$ cat config.mk
export PLATFORM = sky130hd
export DESIGN_NAME = base64url_stream_decoder
export DESIGN_NICKNAME = d
export VERILOG_FILES = /design/src/design/b64d_pkg.sv /design/src/design/b64d_front.sv /design/src/design/b64d_fifo.sv /design/src/design/b64d_back.sv /design/src/design/base64url_stream_decoder.sv
export SDC_FILE = /design/constraint.sdc
export NUM_CORES = 1
export LEC_CHECK = 0
export ABC_AREA = 1
export BUFFER_PORTS_ARGS = -buffer_cell sky130_fd_sc_hd__buf_2
export CORE_MARGIN = 2
export CORE_UTILIZATION = 50
export DETAILED_ROUTE_END_ITERATION = 8
export PLACE_DENSITY_LB_ADDON = 0.08
export RECOVER_POWER = 50
export SLEW_MARGIN = 10
export SYNTH_ARGS = -nofsm -noshare
export SYNTH_HDL_FRONTEND = slang
export SYNTH_SLANG_ARGS = --single-unit
$ cat constraint.sdc
create_clock -name clk -period 3.1 [get_ports clk]
set_input_delay 0.465 -clock clk [delete_from_list [all_inputs] [get_ports clk]]
set_output_delay 0.465 -clock clk [all_outputs]
set_load 0.03 [all_outputs]
$ cat src/design/b64d_pkg.sv
// Shared types, character codes and the character classifier for the base64 decoder.
package b64d_pkg;

    // One input beat: a character of the encoded text
    typedef struct packed {
        logic [7:0] char_byte;
        logic       is_final;
    } in_item_t;

    // One result beat: a decoded byte or an error report
    typedef struct packed {
        logic [7:0] data_byte;
        logic       last_of_run;
        logic       end_of_string;
        logic       error;
    } out_item_t;

    // Work handed from the front end to the back end: one closed group or one error
    typedef struct packed {
        logic [23:0] word;
        logic [1:0]  nbytes;
        logic        fin;
        logic        err;
    } cmd_t;

    typedef enum logic [1:0] {
        KIND_DATA,
        KIND_PAD,
        KIND_BAD
    } char_kind_t;

    typedef struct packed {
        char_kind_t kind;
        logic [5:0] value;
    } char_class_t;

    localparam logic [7:0] ASCII_UC_A  = 8'h41;
    localparam logic [7:0] ASCII_UC_Z  = 8'h5A;
    localparam logic [7:0] ASCII_LC_A  = 8'h61;
    localparam logic [7:0] ASCII_LC_Z  = 8'h7A;
    localparam logic [7:0] ASCII_ZERO  = 8'h30;
    localparam logic [7:0] ASCII_NINE  = 8'h39;
    localparam logic [7:0] ASCII_MINUS = 8'h2D;
    localparam logic [7:0] ASCII_PLUS  = 8'h2B;
    localparam logic [7:0] ASCII_UNDER = 8'h5F;
    localparam logic [7:0] ASCII_SLASH = 8'h2F;
    localparam logic [7:0] ASCII_EQUAL = 8'h3D;

    localparam logic [7:0] LC_BASE     = 8'd26;
    localparam logic [7:0] DIGIT_BASE  = 8'd52;
    localparam logic [5:0] VAL_62      = 6'd62;
    localparam logic [5:0] VAL_63      = 6'd63;

    // Map a character to its 6-bit value, a pad, or invalid
    function automatic char_class_t classify(input logic [7:0] ch);
        char_class_t c;
        c.kind  = KIND_BAD;
        c.value = 6'd0;
        priority if (ch >= ASCII_UC_A && ch <= ASCII_UC_Z)
        begin
            c.kind  = KIND_DATA;
            c.value = 6'(ch - ASCII_UC_A);
        end
        else if (ch >= ASCII_LC_A && ch <= ASCII_LC_Z)
        begin
            c.kind  = KIND_DATA;
            c.value = 6'(ch - ASCII_LC_A + LC_BASE);
        end
        else if (ch >= ASCII_ZERO && ch <= ASCII_NINE)
        begin
            c.kind  = KIND_DATA;
            c.value = 6'(ch - ASCII_ZERO + DIGIT_BASE);
        end
        else if (ch == ASCII_MINUS || ch == ASCII_PLUS)
        begin
            c.kind  = KIND_DATA;
            c.value = VAL_62;
        end
        else if (ch == ASCII_UNDER || ch == ASCII_SLASH)
        begin
            c.kind  = KIND_DATA;
            c.value = VAL_63;
        end
        else if (ch == ASCII_EQUAL)
        begin
            c.kind  = KIND_PAD;
        end
        else
        begin
            // not in either alphabet
            c.kind  = KIND_BAD;
        end
        return c;
    endfunction

endpackage

$ cat src/design/b64d_front.sv
// Front end: classify characters, gather groups, and queue closed groups or errors.
module b64d_front (
    input  logic              clk,
    input  logic              rst_n,
    input  logic              accept,
    input  b64d_pkg::in_item_t item,
    output logic              cmd_push,
    output b64d_pkg::cmd_t    cmd
);

    logic [17:0] group_bits_reg,  group_bits_next;
    logic [1:0]  group_count_reg, group_count_next;
    logic [2:0]  pad_count_reg,   pad_count_next;
    logic        discarding_reg,  discarding_next;

    b64d_pkg::char_class_t cls;
    logic [23:0] word;
    logic [23:0] closed_word;
    logic [2:0]  pads;
    logic [2:0]  pads_total;

    assign cls = b64d_pkg::classify(item.char_byte);

    // Build the group word and close it with implicit pads if the string ends early
    always_comb
    begin
        word = {group_bits_reg, (cls.kind == b64d_pkg::KIND_PAD) ? 6'd0 : cls.value};
        pads = pad_count_reg + ((cls.kind == b64d_pkg::KIND_PAD) ? 3'd1 : 3'd0);
        unique case (group_count_reg)
            2'd0:
            begin
                closed_word = word << 18;
                pads_total  = pads + 3'd3;
            end
            2'd1:
            begin
                closed_word = word << 12;
                pads_total  = pads + 3'd2;
            end
            2'd2:
            begin
                closed_word = word << 6;
                pads_total  = pads + 3'd1;
            end
            default:
            begin
                closed_word = word;
                pads_total  = pads;
            end
        endcase
    end

    // Advance group state and issue work to the queue
    always_comb
    begin
        group_bits_next  = group_bits_reg;
        group_count_next = group_count_reg;
        pad_count_next   = pad_count_reg;
        discarding_next  = discarding_reg;
        cmd_push         = 1'b0;
        cmd.word         = closed_word;
        cmd.nbytes       = (pads_total == 3'd0) ? 2'd3 : (pads_total == 3'd1) ? 2'd2 : 2'd1;
        cmd.fin          = item.is_final;
        cmd.err          = 1'b0;
        if (accept)
        begin
            priority if (discarding_reg)
            begin
                // drop input until the end of the string
                if (item.is_final)
                begin
                    discarding_next = 1'b0;
                end
            end
            else if (cls.kind == b64d_pkg::KIND_BAD)
            begin
                cmd_push         = 1'b1;
                cmd.word         = 24'd0;
                cmd.nbytes       = 2'd1;
                cmd.err          = 1'b1;
                group_bits_next  = 18'd0;
                group_count_next = 2'd0;
                pad_count_next   = 3'd0;
                discarding_next  = !item.is_final;
            end
            else if (group_count_reg != 2'd3 && !item.is_final)
            begin
                group_bits_next  = word[17:0];
                group_count_next = group_count_reg + 2'd1;
                pad_count_next   = pads;
            end
            else
            begin
                cmd_push         = 1'b1;
                group_bits_next  = 18'd0;
                group_count_next = 2'd0;
                pad_count_next   = 3'd0;
            end
        end
    end

    always_ff @(posedge clk or negedge rst_n)
    begin
        if (!rst_n)
        begin
            group_bits_reg  <= 18'd0;
            group_count_reg <= 2'd0;
            pad_count_reg   <= 3'd0;
            discarding_reg  <= 1'b0;
        end
        else
        begin
            group_bits_reg  <= group_bits_next;
            group_count_reg <= group_count_next;
            pad_count_reg   <= pad_count_next;
            discarding_reg  <= discarding_next;
        end
    end

endmodule

$ cat src/design/b64d_fifo.sv
// Short queue of group commands between the front end and the back end.
module b64d_fifo #(
    parameter int DEPTH = 4
) (
    input  logic           clk,
    input  logic           rst_n,
    input  logic           push,
    input  b64d_pkg::cmd_t push_cmd,
    input  logic           pop,
    output b64d_pkg::cmd_t head,
    output logic           empty,
    output logic           full
);

    localparam int PTR_W = (DEPTH > 1) ? $clog2(DEPTH) : 1;
    localparam int CNT_W = $clog2(DEPTH + 1);

    b64d_pkg::cmd_t   mem_reg [DEPTH];
    logic [PTR_W-1:0] wr_ptr_reg, wr_ptr_next;
    logic [PTR_W-1:0] rd_ptr_reg, rd_ptr_next;
    logic [CNT_W-1:0] count_reg,  count_next;
    logic             do_push, do_pop;

    assign empty   = (count_reg == CNT_W'(0));
    assign full    = (count_reg == CNT_W'(DEPTH));
    assign do_push = push && !full;
    assign do_pop  = pop && !empty;
    assign head    = mem_reg[rd_ptr_reg];

    // Advance pointers with wrap at the depth
    always_comb
    begin
        wr_ptr_next = wr_ptr_reg;
        rd_ptr_next = rd_ptr_reg;
        count_next  = count_reg;
        if (do_push)
        begin
            wr_ptr_next = (wr_ptr_reg == PTR_W'(DEPTH - 1)) ? '0 : wr_ptr_reg + PTR_W'(1);
        end
        if (do_pop)
        begin
            rd_ptr_next = (rd_ptr_reg == PTR_W'(DEPTH - 1)) ? '0 : rd_ptr_reg + PTR_W'(1);
        end
        if (do_push && !do_pop)
        begin
            count_next = count_reg + CNT_W'(1);
        end
        else if (do_pop && !do_push)
        begin
            count_next = count_reg - CNT_W'(1);
        end
    end

    always_ff @(posedge clk or negedge rst_n)
    begin
        if (!rst_n)
        begin
            wr_ptr_reg <= '0;
            rd_ptr_reg <= '0;
            count_reg  <= '0;
        end
        else
        begin
            wr_ptr_reg <= wr_ptr_next;
            rd_ptr_reg <= rd_ptr_next;
            count_reg  <= count_next;
        end
    end

    // Store the entry
    always_ff @(posedge clk)
    begin
        if (do_push)
        begin
            mem_reg[wr_ptr_reg] <= push_cmd;
        end
    end

endmodule

$ cat src/design/b64d_back.sv
// Back end: split each queued command into result beats held in an output register.
module b64d_back (
    input  logic                clk,
    input  logic                rst_n,
    input  b64d_pkg::cmd_t      cmd,
    input  logic                cmd_empty,
    output logic                cmd_pop,
    output b64d_pkg::out_item_t result,
    output logic                empty,
    input  logic                pop
);

    logic                out_valid_reg, out_valid_next;
    b64d_pkg::out_item_t out_reg,       out_next;
    logic [1:0]          idx_reg,       idx_next;
    logic                load;
    logic                last_byte;

    assign load      = !cmd_empty && (!out_valid_reg || pop);
    assign last_byte = (idx_reg == cmd.nbytes - 2'd1);
    assign cmd_pop   = load && last_byte;
    assign result    = out_reg;
    assign empty     = !out_valid_reg;

    // Pick the next byte of the head command
    always_comb
    begin
        out_next               = out_reg;
        out_valid_next         = out_valid_reg;
        idx_next               = idx_reg;
        out_next.last_of_run   = last_byte;
        out_next.end_of_string = last_byte && cmd.fin;
        out_next.error         = cmd.err;
        unique case (idx_reg)
            2'd0:    out_next.data_byte = cmd.word[23:16];
            2'd1:    out_next.data_byte = cmd.word[15:8];
            default: out_next.data_byte = cmd.word[7:0];
        endcase
        if (load)
        begin
            out_valid_next = 1'b1;
            idx_next       = last_byte ? 2'd0 : idx_reg + 2'd1;
        end
        else
        begin
            out_next = out_reg;
            if (pop)
            begin
                out_valid_next = 1'b0;
            end
        end
    end

    always_ff @(posedge clk or negedge rst_n)
    begin
        if (!rst_n)
        begin
            out_valid_reg <= 1'b0;
            idx_reg       <= 2'd0;
        end
        else
        begin
            out_valid_reg <= out_valid_next;
            idx_reg       <= idx_next;
        end
    end

    // Hold the result beat until taken
    always_ff @(posedge clk)
    begin
        out_reg <= out_next;
    end

endmodule

$ cat src/design/base64url_stream_decoder.sv
// Top level of the streaming base64 / base64url decoder.
//
//  channel  | handshake          | payload
//  ---------+--------------------+-------------------------------------------
//  input    | push / full        | item   : char_byte, is_final
//  result   | pop / empty        | result : data_byte, last_of_run,
//           |                    |          end_of_string, error
//
// One character is taken per cycle while the command queue is not full; the
// front end closes a group in the cycle it takes the fourth (or final)
// character and queues it. The back end emits one byte per cycle from the
// queue head into the output register while results are popped, so a full
// group of 3 bytes per 4 characters keeps pace. The first byte of a group
// is written to the queue, then loaded into the output register.
// full rises only when the command queue (CMD_DEPTH entries) is full.
// Reset clears the group state, the queue and the output valid flag.
module base64url_stream_decoder #(
    parameter int CMD_DEPTH = 4
) (
    input  logic                clk,
    input  logic                rst_n,
    input  logic                push,
    output logic                full,
    input  b64d_pkg::in_item_t  item,
    output logic                empty,
    input  logic                pop,
    output b64d_pkg::out_item_t result
);

    logic           cmd_push;
    b64d_pkg::cmd_t cmd_in;
    b64d_pkg::cmd_t cmd_head;
    logic           cmd_empty;
    logic           cmd_full;
    logic           cmd_pop;

    assign full = cmd_full;

    b64d_front u_front (
        .clk      (clk),
        .rst_n    (rst_n),
        .accept   (push && !cmd_full),
        .item     (item),
        .cmd_push (cmd_push),
        .cmd      (cmd_in)
    );

    b64d_fifo #(
        .DEPTH (CMD_DEPTH)
    ) u_fifo (
        .clk      (clk),
        .rst_n    (rst_n),
        .push     (cmd_push),
        .push_cmd (cmd_in),
        .pop      (cmd_pop),
        .head     (cmd_head),
        .empty    (cmd_empty),
        .full     (cmd_full)
    );

    b64d_back u_back (
        .clk       (clk),
        .rst_n     (rst_n),
        .cmd       (cmd_head),
        .cmd_empty (cmd_empty),
        .cmd_pop   (cmd_pop),
        .result    (result),
        .empty     (empty),
        .pop       (pop)
    );

endmodule

==> impl_metrics.csv <==
group,metric,value,unit
outcome,outcome,"complete, but fails checks",
outcome,violations,"capacitance limit, slew limit",
clocking,cts-resized-gates,0,
floorplan,initial_utilization,51.4,%
detailed_routing,drt_iter0_markers,499,
detailed_routing,ant_nets,0,
logic_synthesis,netlist_top_cells_area,"edfxtp_1 (49%), dfrtp_1 (11%), o21ai_0 (5.1%)",
detailed_routing,firstDrtPassIters,5,
placement,port_buffers,25,
finish,nFillCells,1246,
critical_path,required,3.41,ns
logic_synthesis,ys_seq_area_share,60.6,%
placement,gp_congestion,0.873,
finish,largest_register_ffs,112,
global_routing,grt_max_degree,54,
detailed_routing,drt_wl_total,17400,µm
pwr,leakagePower,3.31,nW
logic_synthesis,synth_top_area_share,49.3,%
detailed_routing,drc,0,
run,drv_cap,1,
timing,fin_setup_tns,0,ns
finish,finalNetCount,805,
floorplan,die_x,126,µm
timing,fmax,361,MHz
timing,finalCriticalPeriod,2.77,ns
critical_path,cpMaxStageDelayCell,"dfrtp_1",
critical_path,path_cells,"inv_1 > nand2_1 > nand3_1 > nand2_1 > xor2_1 > inv_1 > o21ai_0 > nand2_1 > nor2_1 > inv_1 > ha_1 > inv_1 > fa_1 > mux2_2",
timing,max_slew_margin,-30.9,%
detailed_routing,viasPerCell,5.59,
logic_synthesis,syn_avg_cell_area,10.4,µm²
floorplan,core_area,14600,µm²
clocking,tritoncts,"yes",
clocking,cts_buffer_depth,2,
critical_path,crit_buf_inv,4,
placement,dpl-instance-area,8030,µm²
logic_synthesis,synth_area,7500,µm²
floorplan,ios,26,
detailed_routing,vias,5383,
floorplan,die_h,126,µm
clocking,cts_htree_levels,4,
timing,tightest_slew,1.96,ns
placement,dpl.hpwl,11400,µm
timing,finalCritPeriodShare,89.4,%
critical_path,slowest_delay,0.46,ns
global_routing,grt_pass1_wl,28400,µm
clocking,ctsHoldBuffers,0,
clocking,path_clk_slew,0.06,ns
floorplan,rows,44,
clocking,clock-sinks,157,
finish,fin_area,8490,µm²
logic_synthesis,async_flop_share,21.7,%
logic_synthesis,yosysMostFrequentCell,"edfxtp_1",
logic_synthesis,yosys-top-cells-count,"edfxtp_1 (123), nand2_1 (97), nor2_1 (86), o21ai_0 (77), inv_1 (65)",
critical_path,critical-path-top-delay-family,"simple AND/OR/NAND/NOR gates",
pwr,power-per-cell-area,860,nW/µm²
critical_path,critPathMaxFanout,7,
finish,areaGrowthSynthToFinish,13.2,%
critical_path,end_kind,"flop",
global_routing,first_global_vias,5353,
timing,finalHoldViolCount,0,
critical_path,start_kind,"flop",
worst_hold_path,min_path_type,"input port to flop",
finish,antenna_cells,0,
critical_path,arrival,3.08,ns
critical_path,cpMostUsedCell,"inv_1",
logic_synthesis,ys.flop_type,"edfxtp_1",
critical_path,critPathKind,"flop to flop",
pwr,ir_drop,0.000432,V
timing,finalMaxSlewViolations,35,
clocking,cts-root-buf,"clkbuf_16",
finish,fin_util,58.2,%
logic_synthesis,synth_edf_count,123,
logic_synthesis,ys_warn_count,0,
logic_synthesis,synth_fp_nets,757,
logic_synthesis,synthCells,718,
floorplan,dieArea,16000,µm²
global_routing,track_usage,22.9,%
global_routing,grt_overflow,0,
timing,rsz0062_at_grt,"no",
clocking,cts_made_buffers,17,
finish,drive_above_1_share,11.2,%
clocking,clk_latency,0.42,ns
global_routing,antenna_found_initial,0,
logic_synthesis,yosysUniqueCellTypes,34,
detailed_routing,wl_per_cell,18.1,µm
logic_synthesis,synth_top_area_cell,"edfxtp_1",
timing,skew,0.00810,ns
logic_synthesis,ys_seq_elements,157,
timing,setup_viol,0,
clocking,post_cts_buffers,0,
-- stage by stage --
step	total power, mW	setup WS [ns]	hold WS, ns	std cells
after floorplan	4.50	-0.354	0.169	718
after global placement	5.21	0.0229	0.464	931
after detailed placement	5.28	-0.0732	0.469	931
after CTS	7.43	0.366	0.158	963
after global routing	7.75	0.0390	0.237	963
final	7.30	0.328	0.234	963
-- layer usage --
metal	part of all wire, %	global-route usage (%)
met1	48	32.1
met2	48	37.2
met3	3.3	4.30
met4	1.2	5.62
met5	0	0
-- final timing paths --
check	slack, ns	cells after the start	startpoint	to
max	0.33	14	u_fifo.rd_ptr_reg[0]	u_fifo.count_reg[1]
min	0.23	2	pop	u_back.out_valid_reg
max reg2reg	0.33	14	u_fifo.rd_ptr_reg[0]	u_fifo.count_reg[1]
min reg2reg	0.48	2	u_front.group_bits_reg[17]	u_front.group_bits_reg[17]
max in group asynchronous	1.38	1	rst_n	u_front.group_bits_reg[2]
min in group asynchronous	0.58	1	rst_n	u_fifo.wr_ptr_reg[1]
-- cell usage in the layout, fill, tap and decap left out, types with 3 or more instances in the layout --
cell type / Yosys / routed
clkinv_1: 0 / 3
dfrtp_1: 34 / 34
a221oi_1: 5 / 5
o22ai_1: 40 / 42
nor2_2: 3 / 5
clkbuf_1: 18 / 24
o21ai_0: 77 / 86
buf_4: 0 / 24
a21oi_1: 20 / 21
clkbuf_16: 0 / 17
ha_1: 25 / 25
nand2_1: 97 / 100
nor3_1: 3 / 3
nor2_1: 86 / 84
bufinv_16: 0 / 4
clkinv_2: 0 / 3
o21ai_1: 6 / 6
buf_12: 0 / 4
nand3_1: 51 / 54
inv_1: 65 / 66
edfxtp_1: 123 / 123
o22ai_2: 5 / 3
inv_2: 8 / 7
xnor2_1: 4 / 4
xor2_1: 7 / 7
buf_2: 8 / 10
nand4_1: 3 / 3
clkinv_4: 0 / 3
-- layout make-up --
class	instances	area [µm²]	share of cell area, %
timing repair buffer	61	398	4.69
multi-input combinational	456	2440	28.7
clock inverter	13	173	2.03
inverter	73	274	3.23
tap	184	230	2.71
clock buffer	19	433	5.10
sequential	157	4540	53.5
-- power breakdown --
| part | total, mW | switching [mW] | internal, mW |
|---|---|---|---|
| Sequential | 2.83 | 0.126 | 2.70 |
| Clock | 2.13 | 0.795 | 1.34 |
| Combinational | 2.34 | 1.64 | 0.701 |
-- logic make-up (layout without fill, tap and decap cells) --
| group | count (synthesis) | after routing | share of synthesized area, % |
|---|---|---|---|
| AND/OR/NAND/NOR | 252 | 252 | 14.5 |
| AO/OA/AOI/OAI | 166 | 166 | 13.3 |
| flip-flops | 157 | 157 | 60.6 |
| buffers and inverters | 105 | 166 | 5.69 |
| adder cells (fa/ha/maj) | 26 | 26 | 4.44 |
| XOR/XNOR | 11 | 11 | 1.28 |
| multiplexers | 1 | 1 | 0.150 |
Note: power is estimated with default switching activity, not from simulation.
